File: config.mk
export PLATFORM = sky130hd
export DESIGN_NAME = magic_length_frame_deframer_core
export DESIGN_NICKNAME = d
export VERILOG_FILES = /design/src/rtl/mlfd_pkg.sv /design/src/rtl/mlfd_cfg_regs.sv /design/src/rtl/mlfd_hdr_buf.sv /design/src/rtl/magic_length_frame_deframer_core.sv
export SDC_FILE = /design/constraint.sdc
export NUM_CORES = 1
export LEC_CHECK = 0
export BUFFER_PORTS_ARGS = -buffer_cell sky130_fd_sc_hd__buf_4
export CORE_MARGIN = 3
export CORE_UTILIZATION = 45
export DETAILED_ROUTE_END_ITERATION = 8
export PLACE_DENSITY = 0.62
export SYNTH_ARGS = -nofsm -noshare
export SYNTH_HDL_FRONTEND = slang
export SYNTH_HIERARCHICAL = 1
export SYNTH_SLANG_ARGS = --single-unit
export TNS_END_PERCENT = 1
File: constraint.sdc
create_clock -name clk -period 8.3 [get_ports clk]
set_input_delay 1.245 -clock clk [delete_from_list [all_inputs] [get_ports clk]]
set_output_delay 1.245 -clock clk [all_outputs]
set_load 0.01 [all_outputs]
File: src/rtl/mlfd_pkg.sv
`timescale 1ns / 1ps
// ----------------------------------------------------------------------------
// mlfd_pkg
// Shared constants, codes and types for the magic/length frame deframer.
// ----------------------------------------------------------------------------
package mlfd_pkg;

    localparam int HEADER_BYTES    = 10;
    localparam int MAX_FRAME_BYTES = 4096;

    localparam int FILL_W = $clog2(HEADER_BYTES + 1);
    localparam int BODY_W = $clog2(MAX_FRAME_BYTES + 1);
    localparam int MAC_W  = 6;
    localparam int CHK_W  = $clog2(MAX_FRAME_BYTES + 1) + 2 > 18 ?
                            $clog2(MAX_FRAME_BYTES + 1) + 2 : 18;

    localparam int APB_ADDR_W = 4;
    localparam int APB_DATA_W = 32;
    localparam int S_DATA_W   = 8;
    localparam int M_DATA_W   = 72;

    // register indexes
    localparam logic [1:0] REG_FIRST_MAGIC  = 2'd0;
    localparam logic [1:0] REG_SECOND_MAGIC = 2'd1;
    localparam logic [1:0] REG_AUTH_MASK    = 2'd2;
    localparam logic [1:0] REG_MAC_LENGTH   = 2'd3;

    localparam logic [7:0]       RST_FIRST_MAGIC  = 8'd170;
    localparam logic [7:0]       RST_SECOND_MAGIC = 8'd85;
    localparam logic [7:0]       RST_AUTH_MASK    = 8'd1;
    localparam logic [MAC_W-1:0] RST_MAC_LENGTH   = MAC_W'(16);

    // input mode
    localparam logic MODE_RECEIVE = 1'b0;
    localparam logic MODE_CLEAR   = 1'b1;

    // result kinds
    localparam logic [1:0] KIND_HEADER = 2'd0;
    localparam logic [1:0] KIND_BODY   = 2'd1;
    localparam logic [1:0] KIND_MAC    = 2'd2;

    typedef struct packed {
        logic [7:0]       first_magic;
        logic [7:0]       second_magic;
        logic [7:0]       auth_flag_mask;
        logic [MAC_W-1:0] mac_length;
    } cfg_t;

    typedef struct packed {
        logic       push;
        logic       shift;
        logic       clear;
        logic [7:0] data;
    } hdr_ctrl_t;

    typedef struct packed {
        logic [FILL_W-1:0] fill;
        logic              next_is_magic;
        logic [7:0]        magic2;
        logic [7:0]        version;
        logic [7:0]        flags;
        logic [31:0]       sequence_counter;
        logic [15:0]       body_length;
    } hdr_stat_t;

endpackage

File: src/rtl/mlfd_cfg_regs.sv
`timescale 1ns / 1ps
// ----------------------------------------------------------------------------
// mlfd_cfg_regs
// APB register bank: magic bytes, MAC flag mask and MAC length.
// ----------------------------------------------------------------------------
module mlfd_cfg_regs
(
    input  logic                             clk,
    input  logic                             rst_n,
    input  logic                             psel,
    input  logic                             penable,
    input  logic                             pwrite,
    input  logic [mlfd_pkg::APB_ADDR_W-1:0]  paddr,
    input  logic [mlfd_pkg::APB_DATA_W-1:0]  pwdata,
    output logic [mlfd_pkg::APB_DATA_W-1:0]  prdata,
    output logic                             pready,
    output mlfd_pkg::cfg_t                   cfg
);

    mlfd_pkg::cfg_t cfg_reg;
    mlfd_pkg::cfg_t cfg_next;
    logic [1:0]     reg_index;
    logic           wr_en;

    assign pready    = 1'b1;
    assign reg_index = paddr[3:2];
    assign wr_en     = psel & penable & pwrite & pready;
    assign cfg       = cfg_reg;

    always_comb
    begin
        cfg_next = cfg_reg;
        if (wr_en)
        begin
            unique case (reg_index)
                mlfd_pkg::REG_FIRST_MAGIC:  cfg_next.first_magic    = pwdata[7:0];
                mlfd_pkg::REG_SECOND_MAGIC: cfg_next.second_magic   = pwdata[7:0];
                mlfd_pkg::REG_AUTH_MASK:    cfg_next.auth_flag_mask = pwdata[7:0];
                mlfd_pkg::REG_MAC_LENGTH:
                    cfg_next.mac_length = pwdata[mlfd_pkg::MAC_W-1:0];
            endcase
        end
    end

    always_comb
    begin
        unique case (reg_index)
            mlfd_pkg::REG_FIRST_MAGIC:  prdata = {24'd0, cfg_reg.first_magic};
            mlfd_pkg::REG_SECOND_MAGIC: prdata = {24'd0, cfg_reg.second_magic};
            mlfd_pkg::REG_AUTH_MASK:    prdata = {24'd0, cfg_reg.auth_flag_mask};
            mlfd_pkg::REG_MAC_LENGTH:
                prdata = {{(mlfd_pkg::APB_DATA_W - mlfd_pkg::MAC_W){1'b0}},
                          cfg_reg.mac_length};
        endcase
    end

    always_ff @(posedge clk or negedge rst_n)
    begin
        if (!rst_n)
        begin
            cfg_reg.first_magic    <= mlfd_pkg::RST_FIRST_MAGIC;
            cfg_reg.second_magic   <= mlfd_pkg::RST_SECOND_MAGIC;
            cfg_reg.auth_flag_mask <= mlfd_pkg::RST_AUTH_MASK;
            cfg_reg.mac_length     <= mlfd_pkg::RST_MAC_LENGTH;
        end
        else
        begin
            cfg_reg <= cfg_next;
        end
    end

endmodule

File: src/rtl/mlfd_hdr_buf.sv
`timescale 1ns / 1ps
// ----------------------------------------------------------------------------
// mlfd_hdr_buf
// Header byte store with fill count, one-position shift for rescanning and
// the first-magic compare on the byte that moves to the head.
// ----------------------------------------------------------------------------
module mlfd_hdr_buf
(
    input  logic                  clk,
    input  logic                  rst_n,
    input  logic [7:0]            first_magic,
    input  mlfd_pkg::hdr_ctrl_t   ctrl,
    output mlfd_pkg::hdr_stat_t   stat
);

    logic [7:0]                  store_reg [mlfd_pkg::HEADER_BYTES];
    logic [mlfd_pkg::FILL_W-1:0] fill_reg;
    logic [mlfd_pkg::FILL_W-1:0] fill_next;

    always_comb
    begin
        priority if (ctrl.clear)
            fill_next = '0;
        else if (ctrl.push)
            fill_next = fill_reg + mlfd_pkg::FILL_W'(1);
        else if (ctrl.shift)
            fill_next = fill_reg - mlfd_pkg::FILL_W'(1);
        else
            fill_next = fill_reg;
    end

    always_ff @(posedge clk or negedge rst_n)
    begin
        if (!rst_n)
            fill_reg <= '0;
        else
            fill_reg <= fill_next;
    end

    // store payload: written at the fill position or shifted down one entry
    always_ff @(posedge clk)
    begin
        if (ctrl.push)
        begin
            store_reg[fill_reg] <= ctrl.data;
        end
        else if (ctrl.shift)
        begin
            for (int i = 0; i < mlfd_pkg::HEADER_BYTES - 1; i++)
                store_reg[i] <= store_reg[i+1];
        end
    end

    assign stat.fill             = fill_reg;
    assign stat.next_is_magic    = (store_reg[1] == first_magic);
    assign stat.magic2           = store_reg[1];
    assign stat.version          = store_reg[2];
    assign stat.flags            = store_reg[3];
    assign stat.sequence_counter = {store_reg[7], store_reg[6], store_reg[5], store_reg[4]};
    assign stat.body_length      = {store_reg[9], store_reg[8]};

endmodule

File: src/rtl/magic_length_frame_deframer_core.sv
`timescale 1ns / 1ps
// ----------------------------------------------------------------------------
// magic_length_frame_deframer_core
// Link byte deframer: hunts for the magic bytes, checks the 10-byte header
// and passes a descriptor, the body bytes and the MAC bytes downstream.
// ----------------------------------------------------------------------------
// usage
//   input stream: one transaction per link byte; tuser = mode (0 byte,
//   1 clear receiver), tdata = rx_byte
//   output stream: tuser = kind (header, body, mac), tlast = end of frame,
//   tdata = descriptor fields or the data byte
//   a body or mac byte, or a header byte that does not complete a header, is
//   taken in idle; its result is registered and shown the next cycle
//   the byte that completes a header moves to the header check state, where
//   the add-and-compare on the frame length and a second magic compare judge it
//   a bad header moves to a rescan: the held bytes shift one entry a cycle
//   through the head compare until a first magic byte leads or none is left
//   while the result register holds an untaken transaction, tready stays
//   low unless the receiver takes it in the same cycle
//   reset empties the header store and the frame counters and loads the
//   register defaults; registers keep their values across a clear item
// ----------------------------------------------------------------------------
module magic_length_frame_deframer_core
(
    input  logic                                clk,
    input  logic                                rst_n,
    // apb configuration
    input  logic                                psel,
    input  logic                                penable,
    input  logic                                pwrite,
    input  logic [mlfd_pkg::APB_ADDR_W-1:0]     paddr,
    input  logic [mlfd_pkg::APB_DATA_W-1:0]     pwdata,
    output logic [mlfd_pkg::APB_DATA_W-1:0]     prdata,
    output logic                                pready,
    // input stream
    input  logic                                s_axis_tvalid,
    output logic                                s_axis_tready,
    input  logic [mlfd_pkg::S_DATA_W-1:0]       s_axis_tdata,  // rx_byte
    input  logic                                s_axis_tuser,  // mode
    // output stream
    output logic                                m_axis_tvalid,
    input  logic                                m_axis_tready,
    // version, flags, sequence_counter, body_length, mac_present, data_byte
    output logic [mlfd_pkg::M_DATA_W-1:0]       m_axis_tdata,
    output logic [1:0]                          m_axis_tuser,  // kind
    output logic                                m_axis_tlast   // frame_last
);

    localparam logic [1:0] ST_IDLE   = 2'd0;
    localparam logic [1:0] ST_CHECK  = 2'd1;
    localparam logic [1:0] ST_RESCAN = 2'd2;

    mlfd_pkg::cfg_t      cfg;
    mlfd_pkg::hdr_ctrl_t hctrl;
    mlfd_pkg::hdr_stat_t hstat;

    logic [1:0]                  state_reg, state_next;
    logic                        in_frame_reg, in_frame_next;
    logic [mlfd_pkg::BODY_W-1:0] body_rem_reg, body_rem_next;
    logic [mlfd_pkg::MAC_W-1:0]  mac_rem_reg, mac_rem_next;

    logic                        out_valid_reg, out_valid_next;
    logic [1:0]                  out_kind_reg, out_kind_next;
    logic [mlfd_pkg::M_DATA_W-1:0] out_data_reg, out_data_next;
    logic                        out_last_reg, out_last_next;

    logic                        in_fire;
    logic [7:0]                  rx_byte;
    logic                        mac_present;
    logic [mlfd_pkg::MAC_W-1:0]  mac_count;
    logic [mlfd_pkg::CHK_W-1:0]  frame_bytes;
    logic                        header_bad;
    logic                        frame_open;

    mlfd_cfg_regs u_cfg
    (
        .clk     (clk),
        .rst_n   (rst_n),
        .psel    (psel),
        .penable (penable),
        .pwrite  (pwrite),
        .paddr   (paddr),
        .pwdata  (pwdata),
        .prdata  (prdata),
        .pready  (pready),
        .cfg     (cfg)
    );

    mlfd_hdr_buf u_hdr
    (
        .clk         (clk),
        .rst_n       (rst_n),
        .first_magic (cfg.first_magic),
        .ctrl        (hctrl),
        .stat        (hstat)
    );

    assign s_axis_tready = (state_reg == ST_IDLE) & (~out_valid_reg | m_axis_tready);
    assign in_fire       = s_axis_tvalid & s_axis_tready;
    assign rx_byte       = s_axis_tdata;

    // header check
    assign mac_present = (hstat.flags & cfg.auth_flag_mask) != 8'd0;
    assign mac_count   = mac_present ? cfg.mac_length : '0;
    assign frame_bytes = mlfd_pkg::CHK_W'(mlfd_pkg::HEADER_BYTES)
                       + mlfd_pkg::CHK_W'(hstat.body_length)
                       + mlfd_pkg::CHK_W'(mac_count);
    assign header_bad  = (hstat.magic2 != cfg.second_magic)
                       | (frame_bytes > mlfd_pkg::CHK_W'(mlfd_pkg::MAX_FRAME_BYTES));
    assign frame_open  = (hstat.body_length != 16'd0) | (mac_count != '0);

    always_comb
    begin
        state_next     = state_reg;
        in_frame_next  = in_frame_reg;
        body_rem_next  = body_rem_reg;
        mac_rem_next   = mac_rem_reg;
        out_valid_next = out_valid_reg & ~m_axis_tready;
        out_kind_next  = out_kind_reg;
        out_data_next  = out_data_reg;
        out_last_next  = out_last_reg;
        hctrl          = '0;
        hctrl.data     = rx_byte;

        unique case (state_reg)
            ST_IDLE:
            begin
                if (in_fire)
                begin
                    if (s_axis_tuser == mlfd_pkg::MODE_CLEAR)
                    begin
                        hctrl.clear   = 1'b1;
                        in_frame_next = 1'b0;
                        body_rem_next = '0;
                        mac_rem_next  = '0;
                    end
                    else if (in_frame_reg && body_rem_reg != '0)
                    begin
                        body_rem_next  = body_rem_reg - mlfd_pkg::BODY_W'(1);
                        out_valid_next = 1'b1;
                        out_kind_next  = mlfd_pkg::KIND_BODY;
                        out_data_next  = '0;
                        out_data_next[68:61] = rx_byte;
                        out_last_next  = (body_rem_reg == mlfd_pkg::BODY_W'(1))
                                       & (mac_rem_reg == '0);
                        if (out_last_next)
                            in_frame_next = 1'b0;
                    end
                    else if (in_frame_reg && mac_rem_reg != '0)
                    begin
                        mac_rem_next   = mac_rem_reg - mlfd_pkg::MAC_W'(1);
                        out_valid_next = 1'b1;
                        out_kind_next  = mlfd_pkg::KIND_MAC;
                        out_data_next  = '0;
                        out_data_next[68:61] = rx_byte;
                        out_last_next  = (mac_rem_reg == mlfd_pkg::MAC_W'(1));
                        if (out_last_next)
                            in_frame_next = 1'b0;
                    end
                    else
                    begin
                        in_frame_next = 1'b0;
                        if (hstat.fill != '0 || rx_byte == cfg.first_magic)
                        begin
                            hctrl.push = 1'b1;
                            if (hstat.fill == mlfd_pkg::FILL_W'(mlfd_pkg::HEADER_BYTES - 1))
                                state_next = ST_CHECK;
                        end
                    end
                end
            end
            ST_CHECK:
            begin
                if (header_bad)
                begin
                    state_next = ST_RESCAN;
                end
                else
                begin
                    hctrl.clear    = 1'b1;
                    body_rem_next  = mlfd_pkg::BODY_W'(hstat.body_length);
                    mac_rem_next   = mac_count;
                    in_frame_next  = frame_open;
                    out_valid_next = 1'b1;
                    out_kind_next  = mlfd_pkg::KIND_HEADER;
                    out_data_next  = '0;
                    out_data_next[7:0]   = hstat.version;
                    out_data_next[15:8]  = hstat.flags;
                    out_data_next[47:16] = hstat.sequence_counter;
                    out_data_next[59:48] = hstat.body_length[11:0];
                    out_data_next[60]    = mac_present;
                    out_last_next  = ~frame_open;
                    state_next     = ST_IDLE;
                end
            end
            ST_RESCAN:
            begin
                // drop the head byte; stop on a first magic or the last byte
                hctrl.shift = 1'b1;
                if (hstat.fill == mlfd_pkg::FILL_W'(1) || hstat.next_is_magic)
                    state_next = ST_IDLE;
            end
            default:
            begin
                state_next = ST_IDLE;
            end
        endcase
    end

    always_ff @(posedge clk or negedge rst_n)
    begin
        if (!rst_n)
        begin
            state_reg     <= ST_IDLE;
            in_frame_reg  <= 1'b0;
            body_rem_reg  <= '0;
            mac_rem_reg   <= '0;
            out_valid_reg <= 1'b0;
        end
        else
        begin
            state_reg     <= state_next;
            in_frame_reg  <= in_frame_next;
            body_rem_reg  <= body_rem_next;
            mac_rem_reg   <= mac_rem_next;
            out_valid_reg <= out_valid_next;
        end
    end

    always_ff @(posedge clk)
    begin
        out_kind_reg <= out_kind_next;
        out_data_reg <= out_data_next;
        out_last_reg <= out_last_next;
    end

    assign m_axis_tvalid = out_valid_reg;
    assign m_axis_tuser  = out_kind_reg;
    assign m_axis_tdata  = out_data_reg;
    assign m_axis_tlast  = out_last_reg;

    // checks
    a_rescan_has_bytes: assert property (@(posedge clk) disable iff (!rst_n)
        state_reg == ST_RESCAN |-> hstat.fill != '0)
        else $error("rescan with empty header store");

    a_check_out_free: assert property (@(posedge clk) disable iff (!rst_n)
        state_reg == ST_CHECK |-> !out_valid_reg)
        else $error("header check while result register is occupied");

    a_frame_has_work: assert property (@(posedge clk) disable iff (!rst_n)
        in_frame_reg |-> (body_rem_reg != '0 || mac_rem_reg != '0))
        else $error("frame open with nothing left to pass");

    a_fill_bound: assert property (@(posedge clk) disable iff (!rst_n)
        hstat.fill <= mlfd_pkg::FILL_W'(mlfd_pkg::HEADER_BYTES))
        else $error("header fill beyond header size");

    a_check_full: assert property (@(posedge clk) disable iff (!rst_n)
        state_reg == ST_CHECK |-> hstat.fill == mlfd_pkg::FILL_W'(mlfd_pkg::HEADER_BYTES))
        else $error("header check without a full header");

endmodule
Yosys cells after proc, flatten, opt, wreduce, memory -nomap -nowiden:

Memories as Yosys holds them, arrays and structs flattened.
Index checks and enable logic that the tools add are counted.

* $add $sub $neg: 6
* multipliers: 0
* div/mod/pow operators: 0
* magnitude comparators: 1
* equality and inequality tests: 26
* shift operators: 0
* muxes and demuxes: 76
* bitwise gates (word level): 13
* reduce and logical (&&, ||, !) cells: 25

Operator list (count)
* 72-bit 2-to-1 mux: 5
* 72-bit one-hot mux with 2 select lines: 1
* 32-bit one-hot mux with 4 select lines: 1
* 13-bit 2-to-1 mux: 4
* 6-bit 2-to-1 mux: 6
* 1-bit 2-to-1 mux: 33
* 2-bit 2-to-1 mux: 13
* 13-bit one-hot mux with 2 select lines: 1
* 17-bit by 6-bit adder with 18-bit output: 1
* 18-bit by 13-bit > comparator with 1-bit output (second input constant): 1
* 4-bit by 16-bit adder with 17-bit output (first input constant): 1
* 8-bit equality test: 2
* 4-bit 2-to-1 mux: 4
* 16-bit nonzero test: 1
* 5-bit AND reduction: 3
* 13-bit by 1-bit equality test with 1-bit output (second input constant): 1
* 13-bit nonzero test: 1
* 13-bit by 1-bit subtractor with 13-bit output (second input constant): 1
* 2-bit != test (second input constant): 6
* 6-bit one-hot mux with 2 select lines: 1
* 6-bit nonzero test: 2
* 8-bit AND: 1
* 8-bit 2-to-1 mux: 1
* 8-bit != test: 1
* 32 further kinds: 55

* register bits after elaboration: 132
* latch bits: 0
* bits in writable memories: 80
* bits in read-only memories: 0
* input port bits: 52
* memories: 1

Memory list
* u_hdr.store_reg: words 10, width 8, read ports 9, clocked after memory_dff 0, write ports 9, line mlfd_hdr_buf.sv:16 `logic [7:0] store_reg [mlfd_pkg::HEADER_BYTES];`

Logic depth before layout (Yosys ltp):

* depth after elaboration: 12
* depth in mapped cells: 18
* depth with buffers taken out: 17

Cells and area by module:

Netlist, hierarchy kept.

Modules (own cells, without submodules)
* magic_length_frame_deframer_core: instances 1, cells each 472, area an instance 5108.6 µm²
* mlfd_hdr_buf: instances 1, cells each 216, area an instance 3290.7 µm²
* mlfd_cfg_regs: instances 1, cells each 108, area an instance 1566.5 µm²

Worst setup path after synthesis:

OpenSTA, ideal clock, no wires.

* path type: reg2reg
* start: memory u_hdr.store_reg[3][0]
* end: register out_data_reg (netlist bit m_axis_tdata[0]), enable pin
* arrival: 6145 ps
* slack: 1653 ps
* stages on the path, launching flop included: 14
* path buffers: 0
* clock period less this slack: 6647 ps
* path through: edfxtp_1 > a22oi_1 > nand4_1 > and2_1 > ha_1 > inv_1 > fa_1 > and2b_1 > o2111ai_2 > a31o_1 > a2111oi_4 > a41o_1 > a21oi_1 > nor2_1

RTL lines
* start: declaration: line mlfd_hdr_buf.sv:16
* end signal: assignment: line magic_length_frame_deframer_core.sv:233 `out_data_reg <= out_data_next;`
* end: declaration: line magic_length_frame_deframer_core.sv:64 `logic [mlfd_pkg::M_DATA_W-1:0] out_data_reg, out_data_next;`

==> run metrics <==
status finished, final reports clean; Port Buffers around 110; measured slew at the worst slew-check pin around 1.3 ns; post-synthesis sequential area ratio 57.8%; global-route wire length before repair between 30,000 and 40,000 µm; hold buffer count at CTS 0; CTS clk-pin slew, worst paths 0.06 ns; Clock Skew 0.0169 ns; DRC violations left 0; internal power 2.30 mW; Crit path arrival time about 5.1 ns; Clock Latency Late Sink 0.52 ns; Area growth, synth to finish 17.0%; switching pwr 1.02 mW; WS Path Type reg2reg; Initial Utilization 46.5%; GP Congestion approximately 0.88; max reg flops 72; initial antenna violation count 0; Root Driver clkbuf_16; Clk pwr share 33.6%; RSZ-0062 raised after global routing no; # IOs 162; Finished Layout Cells 1,187; FMAX 201 MHz; final wirelength approximately 24,000 µm; post-synth top area share 43.4%; CP Capture Type register; TritonRoute pass-1 iters 5; Synth Register Bits ~200; pre-CTS setup slack 3.31 ns; Post-synth top flop edfxtp_1; Tot Pwr 3.32 mW; Final Max Tran Viols 0; critical path peak fanout 72; core box area 0.0214 mm²; Final HPWL DP 16,400 µm; die area 0.0240 mm²; hold path startpoint u_hdr/store_reg[7][4]; Die Span Y 155 µm; Net Sw Frac 30.7%; pwr dens 285 mW/mm²; Seq pwr share 42.1%; CTS sink count 201; Total GRT Usage about 19%; Worst Hold Class reg2reg; Post-synth EDFFs between 100 and 150; vias in the first global route 6,430; dpl cells between 1,000 and 1,500; Syn Area/Cell 12.5 µm²; Synth warnings 6; asr flop ratio synth roughly 28%; Critical R2R Launch u_hdr/store_reg[3][6]; CTS resizes 0; post-CTS setup buffer count 0; Rows 53; count of inserted antenna diode cells 0; deepest clock path buffer count 3; grt ovf 0; distinct cell type count after synthesis 66; CP startpoint kind register; Die X approximately 150 µm; Synth area leaders edfxtp_1 43%, dfrtp_1 12%, a21o_1 5.0%, and2_1 4.2%, mux2_2 3.6%; largest vdd supply drop about 0.00013 V; Post-Syn Area 0.00997 mm²; vias 6,631; Critical Path RT 8.44 ns; final-report setup violation count 0; CTS tree built; Max-slew headroom 12.6%; Leak Pwr 4.82 nW; CP startpoint u_hdr/store_reg[3][6]; via/cell ratio 5.59; clock buffer count from CTS 23; met2 Usage GRT 29.3%; largest net degree at the start of global routing 74; final worst setup slack ~3.3 ns; GR peak layer met2; minimum clock period ~5 ns; H-tree Lvls 1; met1 usage between 20% and 30%; combinational group share of total power 24.3%; drt wl/cell 19.8 µm; DR iter-0 viols 550; share of post-route cells with drive strength above 1 23.1%; max-cap check violation count 0; nets@finish 968; post-synth top area cell edfxtp_1; met3 usage 2.85%; Hold Vio Cnt, Final 0; period utilization 60.0%; Final ANT Viol Nets 0; cells after synthesis 796; Sum Neg Setup Slack 0 ns
-- layout by cell type, fill, tap and decap left out, types with 16 or more instances in the layout --
cell type	netlist	routed
mux2_2	32	32
ha_1	19	19
clkbuf_16	0	23
o21ai_0	28	28
o22ai_1	16	16
edfxtp_1	144	144
a21oi_1	21	21
conb_1	3	28
nand2_1	26	26
xor2_1	18	18
a21o_1	66	66
inv_1	21	21
dfrtp_1	47	47
nor2b_1	22	20
nor2_1	47	46
and2_1	67	67
buf_4	30	117
-- metal layers --
layer  up-vias  wire length [µm]
li1       3075                 -
met1      3257             10700
met2       258             10800
met3        41              1580
met4         0               518
met5         -                 0
-- per-stage QoR --
stage	cell area [µm²]	util [%]	hold WS, ns
after floorplan	10100	-	0.494
after global placement	10800	50.5	0.518
after detailed placement	10800	50.5	0.524
after CTS	11700	54.5	0.538
after global routing	11700	54.5	0.557
final	11700	54.5	0.540
-- kinds of logic after synthesis --
group / count (synthesis) / share of synthesized area, %
AO/OA/AOI/OAI: 184 / 12.9
XOR/XNOR: 30 / 2.64
adder cells (fa/ha/maj): 21 / 2.79
buffers and inverters: 89 / 5.64
flip-flops: 201 / 57.8
multiplexers: 43 / 5.62
other: 3 / 0.113
AND/OR/NAND/NOR: 225 / 12.5
-- final timing paths --
kind                                              end  slack [ns]  cells after the start
worst max-delay path                  m_axis_tdata[9]        3.32                     14
worst min register to register  u_hdr/store_reg[6][4]        0.54                      1
worst max register to register        m_axis_tdata[9]        3.32                     14
worst min-delay path            u_hdr/store_reg[6][4]        0.54                      1
min in group asynchronous                state_reg[1]        0.80                      1
max in group asynchronous                u_cfg/cfg[8]        7.00                      1
-- critical path, stage by stage (launching register included) --
cell and delay, ns:
edfxtp_1 0.47, a22oi_1 0.21, nand4_1 0.30, and2_1 0.29, ha_1 0.30, inv_1 0.06, fa_1 0.45, and2b_1 0.27
o2111ai_2 0.17, a31o_1 0.30, a2111oi_4 0.42, a41o_1 0.29, a21oi_1 0.15, nor2_4 0.14, buf_4 0.67
-- cell usage after synthesis, types with 12 or more instances --
library cell	number
a21o_1	66
a21oi_1	21
and2_1	67
buf_2	13
buf_4	30
clkbuf_1	16
dfrtp_1	47
edfxtp_1	144
ha_1	19
inv_1	21
mux2_2	32
nand2_1	26
nand3_1	12
nor2_1	47
nor2b_1	22
nor3_1	12
o21ai_0	28
o22ai_1	16
xnor2_1	12
xor2_1	18
-- power groups by stage --
stage / clock (mW) / sequential [mW] / combinational (mW)
2_1_floorplan: 0 / 1.37 / 0.616
3_5_place_dp: 0 / 1.42 / 0.796
5_1_grt: 1.19 / 1.42 / 0.905
6_report: 1.12 / 1.40 / 0.809
4_1_cts: 1.14 / 1.40 / 0.804
3_3_place_gp: 0 / 1.42 / 0.785
-- final cells by class --
| class | count | area [µm²] |
|---|---|---|
| fill | 1850 | 9750 |
| sequential | 201 | 5760 |
| multi-input combinational | 531 | 3760 |
| timing repair buffer | 117 | 878 |
| clock buffer | 26 | 597 |
| tap | 275 | 344 |
| clock inverter | 16 | 246 |
| inverter | 21 | 78.8 |
Note: power is estimated with default switching activity, not from simulation.
